### config.mk
export PLATFORM = sky130hd
export DESIGN_NAME = byte_fifo_with_purge_top
export DESIGN_NICKNAME = d
export VERILOG_FILES = /design/src/rtl/core/bfp_pkg.sv /design/src/rtl/core/bfp_match.sv /design/src/rtl/core/byte_fifo_with_purge_top.sv
export SDC_FILE = /design/constraint.sdc
export NUM_CORES = 1
export LEC_CHECK = 0
export ABC_AREA = 1
export BUFFER_PORTS_ARGS = -buffer_cell sky130_fd_sc_hd__buf_2
export CORE_ASPECT_RATIO = 1.75
export CORE_MARGIN = 8
export CORE_UTILIZATION = 45
export DETAILED_ROUTE_END_ITERATION = 12
export GPL_TIMING_DRIVEN = 0
export PLACE_DENSITY = 0.6
export SLEW_MARGIN = 0
export SYNTH_ARGS = -nofsm -noshare
export SYNTH_HDL_FRONTEND = slang
export SYNTH_SLANG_ARGS = --single-unit
### constraint.sdc
create_clock -name clk -period 2.3 [get_ports clk]
set_input_delay 0.345 -clock clk [delete_from_list [all_inputs] [get_ports clk]]
set_output_delay 0.345 -clock clk [all_outputs]
set_load 0.02 [all_outputs]
### src/rtl/core/bfp_pkg.sv
// Types and constants of the byte FIFO with purge.
`default_nettype none

package bfp_pkg;

    // Operation codes carried in the input tuser
    localparam logic [1:0] MODE_ENQ   = 2'd0;
    localparam logic [1:0] MODE_DEQ   = 2'd1;
    localparam logic [1:0] MODE_PURGE = 2'd2;

    // Result status codes
    localparam logic [1:0] STATUS_OK  = 2'd0;
    localparam logic [1:0] STATUS_UNF = 2'd1;
    localparam logic [1:0] STATUS_OVF = 2'd2;

    // Configuration register indexes
    localparam logic [2:0] REG_MATCH_COUNT = 3'd0;
    localparam logic [2:0] REG_MATCH_A     = 3'd1;
    localparam logic [2:0] REG_MATCH_B     = 3'd2;
    localparam logic [2:0] REG_MATCH_C     = 3'd3;
    localparam logic [2:0] REG_MATCH_D     = 3'd4;

    // Reset values of the configuration registers
    localparam logic [2:0] MATCH_COUNT_RST = 3'd3;
    localparam logic [7:0] MATCH_A_RST     = 8'd65;
    localparam logic [7:0] MATCH_B_RST     = 8'd67;
    localparam logic [7:0] MATCH_C_RST     = 8'd69;
    localparam logic [7:0] MATCH_D_RST     = 8'd0;

    localparam int NUM_MATCH = 4;

    typedef struct packed {
        logic [2:0]                 count;
        logic [NUM_MATCH-1:0][7:0]  bytes;
    } match_cfg_t;

endpackage

`default_nettype wire

### src/rtl/core/bfp_match.sv
// Compare unit shared by every purge step: tests one byte against the match set.
`default_nettype none

module bfp_match
(
    input  wire bfp_pkg::match_cfg_t cfg,
    input  wire logic [7:0]          value,
    output logic                     hit
);

    logic [bfp_pkg::NUM_MATCH-1:0] lane_hit;

    // A count of four or more enables all four lanes
    always_comb
    begin
        for (int i = 0; i < bfp_pkg::NUM_MATCH; i++)
        begin
            lane_hit[i] = (cfg.count > 3'(i)) && (cfg.bytes[i] == value);
        end
    end

    assign hit = |lane_hit;

endmodule

`default_nettype wire

### src/rtl/core/byte_fifo_with_purge_top.sv
// Byte FIFO with enqueue, dequeue and filtered purge behind stream ports.
//
// Input channel s_*: s_tuser carries the operation (enqueue, dequeue, purge),
// s_tdata the byte to enqueue. Every accepted word yields exactly one result
// word on m_*: the dequeued byte (zero otherwise), a status (ok, underflow on
// an empty dequeue, overflow on a full enqueue) and the fill level afterward.
// Match bytes and their count sit in registers written through cfg_*.
// Enqueue, unused codes, a dequeue from an empty queue and a purge of an empty
// queue go straight to the result state; a dequeue first waits for the
// registered read of the slot memory. A purge walks the occupied slots
// through the single memory read port and the shared compare unit, one read
// and one compare per slot, packing each survivor back. The input is not
// ready until the result has moved into the output register. That register
// holds a result while m_tready is low; the next word is accepted meanwhile
// and its result waits inside until the register frees up. Reset empties the
// queue, reloads the match registers with their defaults and drops m_tvalid;
// slot contents are not cleared and need no clearing pass.
`default_nettype none

module byte_fifo_with_purge_top
#(
    parameter int DEPTH = 16
)
(
    input  wire logic        clk,
    input  wire logic        rst_n,
    input  wire logic        s_tvalid,
    output logic             s_tready,
    input  wire logic [7:0]  s_tdata,    // [7:0] push_byte
    input  wire logic [1:0]  s_tuser,    // [1:0] mode
    output logic             m_tvalid,
    input  wire logic        m_tready,
    output logic [15:0]      m_tdata,    // [7:0] pop_byte, [9:8] status, [14:10] fill_level, [15] 0
    input  wire logic        cfg_we,
    input  wire logic [2:0]  cfg_addr,
    input  wire logic [7:0]  cfg_wdata
);

    localparam int AW = $clog2(DEPTH);
    localparam int CW = $clog2(DEPTH + 1);
    localparam int TW = CW + 1;
    localparam logic [AW-1:0] LAST_SLOT = AW'(DEPTH - 1);
    localparam logic [CW-1:0] FULL      = CW'(DEPTH);
    localparam logic [TW-1:0] RING      = TW'(DEPTH);

    localparam logic [2:0] ST_IDLE = 3'd0;
    localparam logic [2:0] ST_DEQ  = 3'd1;
    localparam logic [2:0] ST_PRD  = 3'd2;
    localparam logic [2:0] ST_PCHK = 3'd3;
    localparam logic [2:0] ST_RES  = 3'd4;

    function automatic logic [AW-1:0] ring_inc(input logic [AW-1:0] p);
        ring_inc = (p == LAST_SLOT) ? '0 : p + 1'b1;
    endfunction

    logic [2:0]          state_reg, state_next;
    logic [AW-1:0]       head_reg, head_next;
    logic [CW-1:0]       occ_reg, occ_next;
    logic [AW-1:0]       rd_ptr_reg, rd_ptr_next;
    logic [AW-1:0]       wr_ptr_reg, wr_ptr_next;
    logic [CW-1:0]       idx_reg, idx_next;
    logic [CW-1:0]       kept_reg, kept_next;
    logic [7:0]          pop_reg, pop_next;
    logic [1:0]          status_reg, status_next;
    logic                out_valid_reg, out_valid_next;
    logic [15:0]         out_data_reg, out_data_next;

    bfp_pkg::match_cfg_t cfg_reg;

    logic [7:0]          mem [DEPTH];
    logic [7:0]          rd_data_reg;
    logic                mem_we, mem_re;
    logic [AW-1:0]       mem_waddr, mem_raddr;
    logic [7:0]          mem_wdata;

    logic [TW-1:0]       tail_sum;
    logic [AW-1:0]       tail;
    logic                hit;
    logic                accept;
    logic                out_free;

    assign accept   = s_tvalid && s_tready;
    assign s_tready = (state_reg == ST_IDLE);
    assign out_free = !out_valid_reg || m_tready;
    assign m_tvalid = out_valid_reg;
    assign m_tdata  = out_data_reg;

    // Tail position: head plus fill, wrapped once around the ring
    assign tail_sum = TW'(head_reg) + TW'(occ_reg);
    assign tail     = (tail_sum >= RING) ? AW'(tail_sum - RING) : AW'(tail_sum);

    bfp_match u_match
    (
        .cfg   (cfg_reg),
        .value (rd_data_reg),
        .hit   (hit)
    );

    always_comb
    begin
        state_next     = state_reg;
        head_next      = head_reg;
        occ_next       = occ_reg;
        rd_ptr_next    = rd_ptr_reg;
        wr_ptr_next    = wr_ptr_reg;
        idx_next       = idx_reg;
        kept_next      = kept_reg;
        pop_next       = pop_reg;
        status_next    = status_reg;
        out_valid_next = out_valid_reg;
        out_data_next  = out_data_reg;
        mem_we         = 1'b0;
        mem_waddr      = tail;
        mem_wdata      = s_tdata;
        mem_re         = 1'b0;
        mem_raddr      = head_reg;

        if (out_valid_reg && m_tready)
        begin
            out_valid_next = 1'b0;
        end

        case (state_reg)
            ST_IDLE:
            begin
                if (accept)
                begin
                    pop_next    = 8'd0;
                    status_next = bfp_pkg::STATUS_OK;
                    state_next  = ST_RES;
                    case (s_tuser)
                        bfp_pkg::MODE_ENQ:
                        begin
                            if (occ_reg == FULL)
                            begin
                                status_next = bfp_pkg::STATUS_OVF;
                            end
                            else
                            begin
                                mem_we   = 1'b1;
                                occ_next = occ_reg + 1'b1;
                            end
                        end
                        bfp_pkg::MODE_DEQ:
                        begin
                            if (occ_reg == '0)
                            begin
                                status_next = bfp_pkg::STATUS_UNF;
                            end
                            else
                            begin
                                mem_re     = 1'b1;
                                state_next = ST_DEQ;
                            end
                        end
                        bfp_pkg::MODE_PURGE:
                        begin
                            if (occ_reg != '0)
                            begin
                                rd_ptr_next = head_reg;
                                wr_ptr_next = head_reg;
                                idx_next    = '0;
                                kept_next   = '0;
                                state_next  = ST_PRD;
                            end
                        end
                        default:
                        begin
                            // unused code: report only
                        end
                    endcase
                end
            end
            ST_DEQ:
            begin
                pop_next   = rd_data_reg;
                head_next  = ring_inc(head_reg);
                occ_next   = occ_reg - 1'b1;
                state_next = ST_RES;
            end
            ST_PRD:
            begin
                mem_re      = 1'b1;
                mem_raddr   = rd_ptr_reg;
                rd_ptr_next = ring_inc(rd_ptr_reg);
                idx_next    = idx_reg + 1'b1;
                state_next  = ST_PCHK;
            end
            ST_PCHK:
            begin
                // Keep a survivor by packing it at the write pointer
                mem_waddr = wr_ptr_reg;
                mem_wdata = rd_data_reg;
                if (!hit)
                begin
                    mem_we      = 1'b1;
                    wr_ptr_next = ring_inc(wr_ptr_reg);
                    kept_next   = kept_reg + 1'b1;
                end
                if (idx_reg == occ_reg)
                begin
                    occ_next   = kept_next;
                    state_next = ST_RES;
                end
                else
                begin
                    state_next = ST_PRD;
                end
            end
            ST_RES:
            begin
                // Hold the result until the output register frees up
                if (out_free)
                begin
                    out_valid_next = 1'b1;
                    out_data_next  = {1'b0, 5'(occ_reg), status_reg, pop_reg};
                    state_next     = ST_IDLE;
                end
            end
            default:
            begin
                state_next = ST_IDLE;
            end
        endcase
    end

    always_ff @(posedge clk or negedge rst_n)
    begin
        if (!rst_n)
        begin
            state_reg     <= ST_IDLE;
            head_reg      <= '0;
            occ_reg       <= '0;
            rd_ptr_reg    <= '0;
            wr_ptr_reg    <= '0;
            idx_reg       <= '0;
            kept_reg      <= '0;
            out_valid_reg <= 1'b0;
        end
        else
        begin
            state_reg     <= state_next;
            head_reg      <= head_next;
            occ_reg       <= occ_next;
            rd_ptr_reg    <= rd_ptr_next;
            wr_ptr_reg    <= wr_ptr_next;
            idx_reg       <= idx_next;
            kept_reg      <= kept_next;
            out_valid_reg <= out_valid_next;
        end
    end

    always_ff @(posedge clk)
    begin
        pop_reg      <= pop_next;
        status_reg   <= status_next;
        out_data_reg <= out_data_next;
    end

    // Configuration registers; indexes past the list are ignored
    always_ff @(posedge clk or negedge rst_n)
    begin
        if (!rst_n)
        begin
            cfg_reg.count    <= bfp_pkg::MATCH_COUNT_RST;
            cfg_reg.bytes[0] <= bfp_pkg::MATCH_A_RST;
            cfg_reg.bytes[1] <= bfp_pkg::MATCH_B_RST;
            cfg_reg.bytes[2] <= bfp_pkg::MATCH_C_RST;
            cfg_reg.bytes[3] <= bfp_pkg::MATCH_D_RST;
        end
        else if (cfg_we)
        begin
            case (cfg_addr)
                bfp_pkg::REG_MATCH_COUNT: cfg_reg.count    <= cfg_wdata[2:0];
                bfp_pkg::REG_MATCH_A:     cfg_reg.bytes[0] <= cfg_wdata;
                bfp_pkg::REG_MATCH_B:     cfg_reg.bytes[1] <= cfg_wdata;
                bfp_pkg::REG_MATCH_C:     cfg_reg.bytes[2] <= cfg_wdata;
                bfp_pkg::REG_MATCH_D:     cfg_reg.bytes[3] <= cfg_wdata;
                default:
                begin
                end
            endcase
        end
    end

    // Slot memory: one write port, one registered read port
    always_ff @(posedge clk)
    begin
        if (mem_we)
        begin
            mem[mem_waddr] <= mem_wdata;
        end
        if (mem_re)
        begin
            rd_data_reg <= mem[mem_raddr];
        end
    end

endmodule

`default_nettype wire

==> flow_summary.json <==
{
  "period_minus_slack_ns": 2.34,
  "yosysUniqueCellTypes": 39,
  "crit_path_end": "mem[5][3]",
  "yosys_warnings": 0,
  "synth_area_leaders": "edfxtp_1, dfrtp_1, nand2_1",
  "worstSetupPathType": "flip-flop to flip-flop",
  "wl_met3_um": 1070,
  "power.internal_mw": 9.96,
  "synth_ff_type": "edfxtp_1",
  "hold_violations": 0,
  "syn-num-nets": 1097,
  "die_h_um": 218,
  "gp_congestion": 0.923,
  "power_switching_mw": 7.08,
  "root_buffer": "clkbuf_16",
  "yosysSeqAreaShare_pct": 61.7,
  "wl_per_cell_um": 18.8,
  "reg2reg_to": "mem[5][3]",
  "hold_path_class": "input pin to flip-flop",
  "drt-vias-per-instance": 5.33,
  "start_util_pct": 45.5,
  "wl_met1_um": 10000,
  "tightest_slew_ns": 0.901,
  "die_area_mm2": 0.0287,
  "peakVddDrop_mv": 0.630,
  "yosysTopAreaCellShare_pct": 45.9,
  "place_hpwl_um": 20100,
  "grt_max_degree": 67,
  "final_cells": 1485,
  "maxSlewHeadroom_pct": 39.5,
  "h-tree-depth": 1,
  "r2r.worst_path.cells": 11,
  "grt_pass1_wl_um": 42800,
  "drt_iter0_drc": 507,
  "coreArea_mm2": 0.0231,
  "ys_ff_latch": 227,
  "fin_crit_sh_pct": 102,
  "regToRegSetupSlack_ns": -0.04,
  "crit_arrival_ns": 2.58,
  "worstPathMaxFanout": 8,
  "maxCapViolCount": 0,
  "largest_reg_flops": 128,
  "p_seq_share_pct": 34.4,
  "clock_latency_ns": 0.52,
  "sw_frac_of_total_pct": 41.5,
  "pwr-share-clk_pct": 21.1,
  "yosys-top-cells-count": "nand2_1, edfxtp_1, inv_1",
  "vias": 7908,
  "dr.pass1.iters": 7,
  "fp.dieW_um": 132,
  "fill_cells": 2039,
  "grt_pass1_vias": 7862,
  "yosysMostFrequentCell": "nand2_1",
  "synth.cell_area_mm2": 0.0105,
  "numCtsBuffers": 21,
  "synth_area_leader_cell": "edfxtp_1",
  "setup_viol": 81,
  "cts_tree": "built",
  "violations": "negative setup slack",
  "slew_viol_final": 0,
  "cellPowerDensity_mw_per_mm2": 1340,
  "required_ns": 2.54,
  "comb_power_share_pct": 44.5,
  "io_pins": 44,
  "portBuffers": 42,
  "synth_edf_count": 161,
  "clock-sinks": 227,
  "antenna_found_initial": 0,
  "clkTransAtPathRegs_ns": 0.07,
  "cp-end-kind": "flip-flop",
  "startpoint_type": "flip-flop",
  "syn_area_per_cell_um2": 9.98,
  "fin_skew_ns": 0.0208,
  "clk_path_buf_depth": 3,
  "syn_to_final_growth_pct": 20.5,
  "wirelength_um": 28000,
  "highest_layer": "met4",
  "rows": 74,
  "overflow": 0,
  "outcome": "complete, but fails checks",
  "grt_setup_unrepaired": "yes",
  "r2r-start": "occ_reg[2]",
  "dr_wl_met2_um": 15700,
  "p_leak_nw": 5.21,
  "ys_async_sr_fraction_pct": 29.1,
  "globalRouteTotalUtil_pct": 19.1,
  "diodes": 0,
  "fin_ws_ns": -0.0432,
  "max_clock_freq_ghz": 0.427,
  "antenna_left": 0,
  "placedCellCount": 1406,
  "setup.worst_path.start": "occ_reg[2]",
  "nets": 1208,
  "drc_errors": 0,
  "synth_cells": 1055,
  "drive_gt1_share_pct": 20.7,
  "pre_cts_ws_ns": -0.758
}
-- through the flow --
stage	total power, mW	util, %	instance area [um2]	TNS, ns	hold slack, ns
floorplan	10.1	-	10600	-2.33	0.0494
CTS	16.4	53.9	12500	-0.687	0.0236
finish	17.0	54.8	12700	-1.73	0.0385
detailed placement	12.1	48.4	11200	-80.17	0.405
global route	18.1	54.8	12700	-14.07	0.0844
global placement	11.9	48.1	11100	-214.93	0.402
-- cell type report --
class	instances	area (um2)	area share (%)
multi-input cells	659	3670	29.0
repair buffers	88	717	5.65
clock buffers	26	554	4.37
plain buffers	36	208	1.64
flip-flops and latches	227	6510	51.3
well taps	304	380	3.00
clock inverters	12	145	1.14
inverters	133	502	3.96
-- power by group through the flow --
stage / registers [mW] / logic, mW / clock network (mW)
2_1_floorplan: 5.92 / 4.16 / 0
3_3_place_gp: 5.97 / 5.95 / 0
3_5_place_dp: 5.98 / 6.07 / 0
4_1_cts: 5.89 / 6.89 / 3.64
5_1_grt: 5.93 / 8.32 / 3.80
6_report: 5.86 / 7.58 / 3.59
-- worst max-delay path: stages, from the launching register on --
cell	delay, ns
dfrtp_2	0.47
ha_4	0.25
a21oi_1	0.14
nand2_1	0.07
xor2_1	0.16
nand2_1	0.08
o21ai_2	0.18
inv_1	0.15
nor2_4	0.14
nand2_4	0.11
nor2_4	0.16
buf_12	0.15
-- layer usage --
layer / track usage [%] / up-vias
met5: 0 / -
met4: 9.58 / 0
met3: 2.48 / 76
met2: 38.0 / 201
met1: 18.9 / 3824
li1: - / 3807
-- kinds of logic after synthesis --
family | count (synthesis) | synth area share (%)
AO/OA/AOI/OAI | 250 | 13.0
other | 1 | 0.0356
AND/OR/NAND/NOR | 366 | 14.5
buffers and inverters | 169 | 6.50
flip-flops | 227 | 61.7
adder cells (fa/ha/maj) | 16 | 2.04
XOR/XNOR | 26 | 2.16
-- placed cells by master (no fill, tap or decap), drive strengths merged, types with 4 or more instances in the layout --
cell | netlist | final
a21oi | 73 | 73
a31oi | 4 | 4
buf | 20 | 104
clkbuf | 16 | 45
clkinv | 0 | 5
dfrtp | 56 | 56
dfstp | 10 | 10
edfxtp | 161 | 161
ha | 14 | 14
inv | 133 | 134
nand2 | 205 | 205
nand3 | 55 | 55
nand4 | 7 | 7
nor2 | 93 | 93
nor3 | 5 | 5
o211ai | 33 | 33
o21ai | 133 | 133
xnor2 | 13 | 13
xor2 | 13 | 13
-- how the worst min path moves through the flow --
stage / startpoint / end / slack [ns] / depth (start not counted)
after floorplan: rst_n / cfg_reg[10] / 0.05 / 0
after global placement: pop_reg[2] / m_tdata[2] / 0.40 / 0
after detailed placement: status_reg[1] / m_tdata[9] / 0.40 / 0
after CTS: m_tready / m_tvalid / 0.02 / 2
after global routing: m_tready / m_tvalid / 0.08 / 2
final: m_tready / m_tvalid / 0.04 / 2
-- repair_timing --
action                     CTS  global route
setup endpoints to repair  210           216
gates resized for setup     68            42
hold buffers                 1             0
gates cloned                 0             0
pin swaps                   18            26
buffers inserted            27            13
hold endpoints to repair    56             0
Power figures use the tool's default switching activity.
